## config.mk

```make
export PLATFORM = sky130hd
export DESIGN_NAME = fmacl_ctrl
export DESIGN_NICKNAME = d
export VERILOG_FILES = /design/src/design/fmacl_pkg.sv /design/src/design/fmacl_ctrl.sv
export SDC_FILE = /design/constraint.sdc
export NUM_CORES = 1
export LEC_CHECK = 0
export BUFFER_PORTS_ARGS = -buffer_cell sky130_fd_sc_hd__buf_2
export CAP_MARGIN = 20
export CORE_AREA = 2 2 39 41
export CTS_BUF_LIST = sky130_fd_sc_hd__clkbuf_8
export CTS_CLUSTER_DIAMETER = 200
export DETAILED_ROUTE_END_ITERATION = 6
export DIE_AREA = 0 0 41 43
export GPL_TIMING_DRIVEN = 1
export PLACE_DENSITY = 0.53
export SYNTH_ARGS = -nofsm -noshare
export SYNTH_HDL_FRONTEND = slang
export SYNTH_SLANG_ARGS = --single-unit
```

## constraint.sdc

```tcl
create_clock -name clk -period 3.4 [get_ports clk]
set_clock_uncertainty 0.15 [all_clocks]
set_input_delay 0.34 -clock clk [delete_from_list [all_inputs] [get_ports clk]]
set_output_delay 0.34 -clock clk [all_outputs]
set_load 0.02 [all_outputs]
```

## src/design/fmacl_pkg.sv

```systemverilog
// package for the first-match packet acl
// types, constants and request codes shared by the controller, datapath and top level
`timescale 1ns / 1ps

package fmacl_pkg;

  localparam int RuleDepth = 1024;
  localparam int IdxW = $clog2(RuleDepth);
  localparam int CntW = $clog2(RuleDepth + 1);
  localparam int OutIdxW = 10;

  typedef enum logic [1:0] {
    REQ_CLASSIFY = 2'd0,
    REQ_ADD      = 2'd1,
    REQ_CLEAR    = 2'd2,
    REQ_NONE     = 2'd3
  } req_t;

  typedef enum logic [2:0] {
    ST_IDLE,
    ST_READ,
    ST_CHECK,
    ST_HIT,
    ST_DONE,
    ST_OUT
  } state_t;

  // controller to datapath
  typedef struct packed {
    logic capture;    // latch the incoming item
    logic scan_start; // zero the scan index
    logic rd_issue;   // read rule slot at scan index
    logic scan_next;  // move to next slot
    logic hit_read;   // read hit counter of current slot
    logic hit_write;  // write incremented hit counter
    logic do_add;     // append rule
    logic do_clear;   // clear table and packet counters
    logic do_count;   // finish classify, update counters
    logic out_load;   // load output register
  } cmd_t;

  // datapath to controller
  typedef struct packed {
    req_t req;
    logic scan;       // classify needs a rule scan
    logic scan_end;   // scan index reached rules in use
    logic slot_match; // registered slot matches the packet
  } stat_t;

  typedef struct packed {
    logic [31:0] src_addr;
    logic [31:0] src_netmask;
    logic [31:0] dst_addr;
    logic [31:0] dst_netmask;
    logic [15:0] port_low;
    logic [15:0] port_high;
    logic [7:0]  proto;
    logic        deny;
  } rule_t;

endpackage

```

## src/design/fmacl_ctrl.sv

```systemverilog
// controller state machine for the acl
// depends on fmacl_pkg
`timescale 1ns / 1ps

module fmacl_ctrl (
  input  logic               clk,
  input  logic               rst,
  input  logic               in_valid,
  output logic               in_ready,
  input  logic               out_ready,
  output logic               out_valid,
  input  fmacl_pkg::stat_t   stat,
  output fmacl_pkg::cmd_t    cmd
);

  fmacl_pkg::state_t state, state_next;

  always_ff @(posedge clk) begin
    if (rst) begin
      state <= fmacl_pkg::ST_IDLE;
    end else begin
      state <= state_next;
    end
  end

  always_comb begin
    state_next = state;
    case (state)
      fmacl_pkg::ST_IDLE: begin
        if (in_valid) state_next = fmacl_pkg::ST_READ;
      end
      fmacl_pkg::ST_READ: begin
        if (stat.req == fmacl_pkg::REQ_CLASSIFY && stat.scan && !stat.scan_end) begin
          state_next = fmacl_pkg::ST_CHECK;
        end else begin
          state_next = fmacl_pkg::ST_DONE;
        end
      end
      fmacl_pkg::ST_CHECK: begin
        if (stat.slot_match) state_next = fmacl_pkg::ST_HIT;
        else state_next = fmacl_pkg::ST_READ;
      end
      fmacl_pkg::ST_HIT: state_next = fmacl_pkg::ST_DONE;
      fmacl_pkg::ST_DONE: state_next = fmacl_pkg::ST_OUT;
      fmacl_pkg::ST_OUT: begin
        if (out_ready) state_next = fmacl_pkg::ST_IDLE;
      end
      default: state_next = fmacl_pkg::ST_IDLE;
    endcase
  end

  always_comb begin
    cmd = '0;
    in_ready = 1'b0;
    out_valid = 1'b0;
    case (state)
      fmacl_pkg::ST_IDLE: begin
        in_ready = 1'b1;
        cmd.capture = in_valid;
        cmd.scan_start = in_valid;
      end
      fmacl_pkg::ST_READ: begin
        cmd.rd_issue = stat.req == fmacl_pkg::REQ_CLASSIFY && stat.scan && !stat.scan_end;
      end
      fmacl_pkg::ST_CHECK: begin
        cmd.hit_read = stat.slot_match;
        cmd.scan_next = !stat.slot_match;
      end
      fmacl_pkg::ST_HIT: begin
        cmd.hit_write = 1'b1;
      end
      fmacl_pkg::ST_DONE: begin
        cmd.do_add = stat.req == fmacl_pkg::REQ_ADD;
        cmd.do_clear = stat.req == fmacl_pkg::REQ_CLEAR;
        cmd.do_count = stat.req == fmacl_pkg::REQ_CLASSIFY;
        cmd.out_load = 1'b1;
      end
      fmacl_pkg::ST_OUT: begin
        out_valid = 1'b1;
      end
      default: ;
    endcase
  end

endmodule

```

==> results.yml <==
global_routing:
  grt_overflow_total: 0
  antenna_found_initial: 0
  grt_pass1_wl_um: 903
  grt_pass1_vias: 247
  grt_max_degree: 12
  grt_usage: 0.0772
floorplan:
  die_h_um: 43
  die_area_um2: 1760
  start_util: 0.186
  fp-row-count: 14
  core_area_um2: 1380
  die_w_um: 41
  ios: 21
synth:
  yosysWarnings: 0
  synth_area_um2: 258
  ys_async_sr_fraction: 0
  synth_fp_nets: 41
  syn_area_per_cell_um2: 8.05
  synth_ff_type: "dfxtp_1"
  synth_top_area_cell: "dfxtp_1"
  syn_inst: 32
  ys_types: 21
  yosys-top-cells-count: "dfxtp_1 (3), inv_1 (3), nor2_1 (3), nor3_1 (3), nor3b_1 (3)"
  yosysSeqAreaShare: 0.233
  synth.area.top_cells: "dfxtp_1 (23%), nor3b_1 (8.7%), nor3_1 (5.8%), and2_1 (4.9%), and4bb_2 (4.9%)"
  synth_edf_count: 0
  synth-seq-cells: 3
  synth_top_area_frac: 0.233
route:
  routedWlPerCell_um: 9.32
  ant_nets: 0
  drc_errors: 0
  first_pass_iters: 2
  vias_per_cell: 4.12
  routed-via-count: 284
  routed_wl_um: 643
  first_iter_violations: 1
layout:
  synthToLayoutAreaGrowth_pct: 55.3
  largest_register_ffs: 3
  largestRegisters: "state: 3 flops"
  design_area_um2: 400
  instances_no_fill: 69
  insertedDiodeCount: 0
  multiInputGateArea_um2: 164
  fill_cells: 164
  drive_above_1_share: 0.509
  fin_util: 0.289
  top_register: "state"
  seqCellArea_um2: 60.1
  finalNetCount: 63
timing:
  setup_slack_ps: 1230
  finalHoldViolCount: 0
  rsz0062_at_grt: "false"
  slew_viol_final: 0
  period_share: 0.639
  tightest_slew_ps: 325
  finalSetupTns_ps: 0
  maxSlewHeadroom: 0.783
  setup_violations: 0
  fmax_ghz: 0.460
  fin_crit_ps: 2170
  timing.hold.ws_ps: 170
critical_path:
  end_kind: "output pin"
  cp_slowest_cell: "or4_4"
  startpoint_type: "register"
  path_delay_family: "simple AND/OR/NAND/NOR gates"
  crit_fanout: 9
  cp.arrival_ps: 1680
  max_stage_delay_ps: 560
  crit_chain: "or4_4, nor3b_2, and2_1, buf_2"
  critPathBufInv: 1
  crit_required_ps: 2910
  crit_type: "reg2out"
cts:
  cts.path.max_buffers: 2
  numClockSinks: 3
  clock-root-buffer: "clkbuf_8"
  cts.htree.levels: 1
  cts_hold_buffers: 0
  clock_latency_ps: 210
  numCtsBuffers: 3
  postCtsSetupBuffers: 0
  cts_resized: 0
  tritoncts: "built"
  clkTransAtPathRegs_ps: 30
run_status:
  outcome: "finished, final reports clean"
placed_design:
  post_dp_cell_area_um2: 355
  pre_cts_ws_ps: 1440
  placedCellCount: 65
  gp_congestion: 0.705
  hpwl_um: 509
  portBuffers: 20
power:
  p_per_area_nw_per_um2: 467
  leakage_nw: 0.205
  peakVddDrop_uv: 146
  p_total_mw: 0.187
min_path:
  min_path_type: "in2reg"
flow_run:
  cap_violations: 0
-- routing by layer --
metal / up-vias / wire (um) / global-route usage
met3: 0 / 61 / 0.0524
met5: - / 0 / 0
met2: 8 / 308 / 0.109
li1: 155 / - / -
met1: 121 / 273 / 0.0833
met4: 0 / 0 / 0.0400
-- path summary, 6_finish.rpt --
kind	slack, ps	from	cells after the start	to
setup / recovery	1230	state[2]$_SDFFE_PP0P_	4	cmd[7]
hold reg to reg	510	state[0]$_SDFFE_PP0P_	1	state[1]$_SDFFE_PP0P_
hold / removal	170	rst	2	state[0]$_SDFFE_PP0P_
setup reg to reg	1860	state[2]$_SDFFE_PP0P_	3	state[1]$_SDFFE_PP0P_
-- cell type report --
cell class | count | area share
clock buffers | 3 | 0.103
flip-flops and latches | 3 | 0.150
repair buffers | 20 | 0.250
clock inverters | 1 | 0.00938
well taps | 16 | 0.0500
inverters | 3 | 0.0281
multi-input cells | 23 | 0.409
-- where the power goes --
group | switching, mW | internal [mW]
registers | 0.00714 | 0.0384
clock network | 0.0221 | 0.0767
logic | 0.0236 | 0.0191
total | 0.0528 | 0.134
-- cells in the final DEF, fill, tap and decap left out, drive strengths merged --
master  Yosys  layout
a21oi       1       1
a221oi      1       1
a31o        1       1
and2        3       3
and4bb      1       1
buf         2      20
clkbuf      1       3
dfxtp       3       3
inv         3       4
mux2i       1       1
nand2       1       1
nor2        3       3
nor3        3       3
nor3b       4       4
nor4b       1       1
or2b        1       1
or3         1       1
or4         1       1
-- logic make-up after synthesis --
family / share of synthesized area
buf+inv: 0.131
mux: 0.0388
compound gates: 0.0874
flops: 0.233
simple gates: 0.510
(Power assumes the default switching activity.)
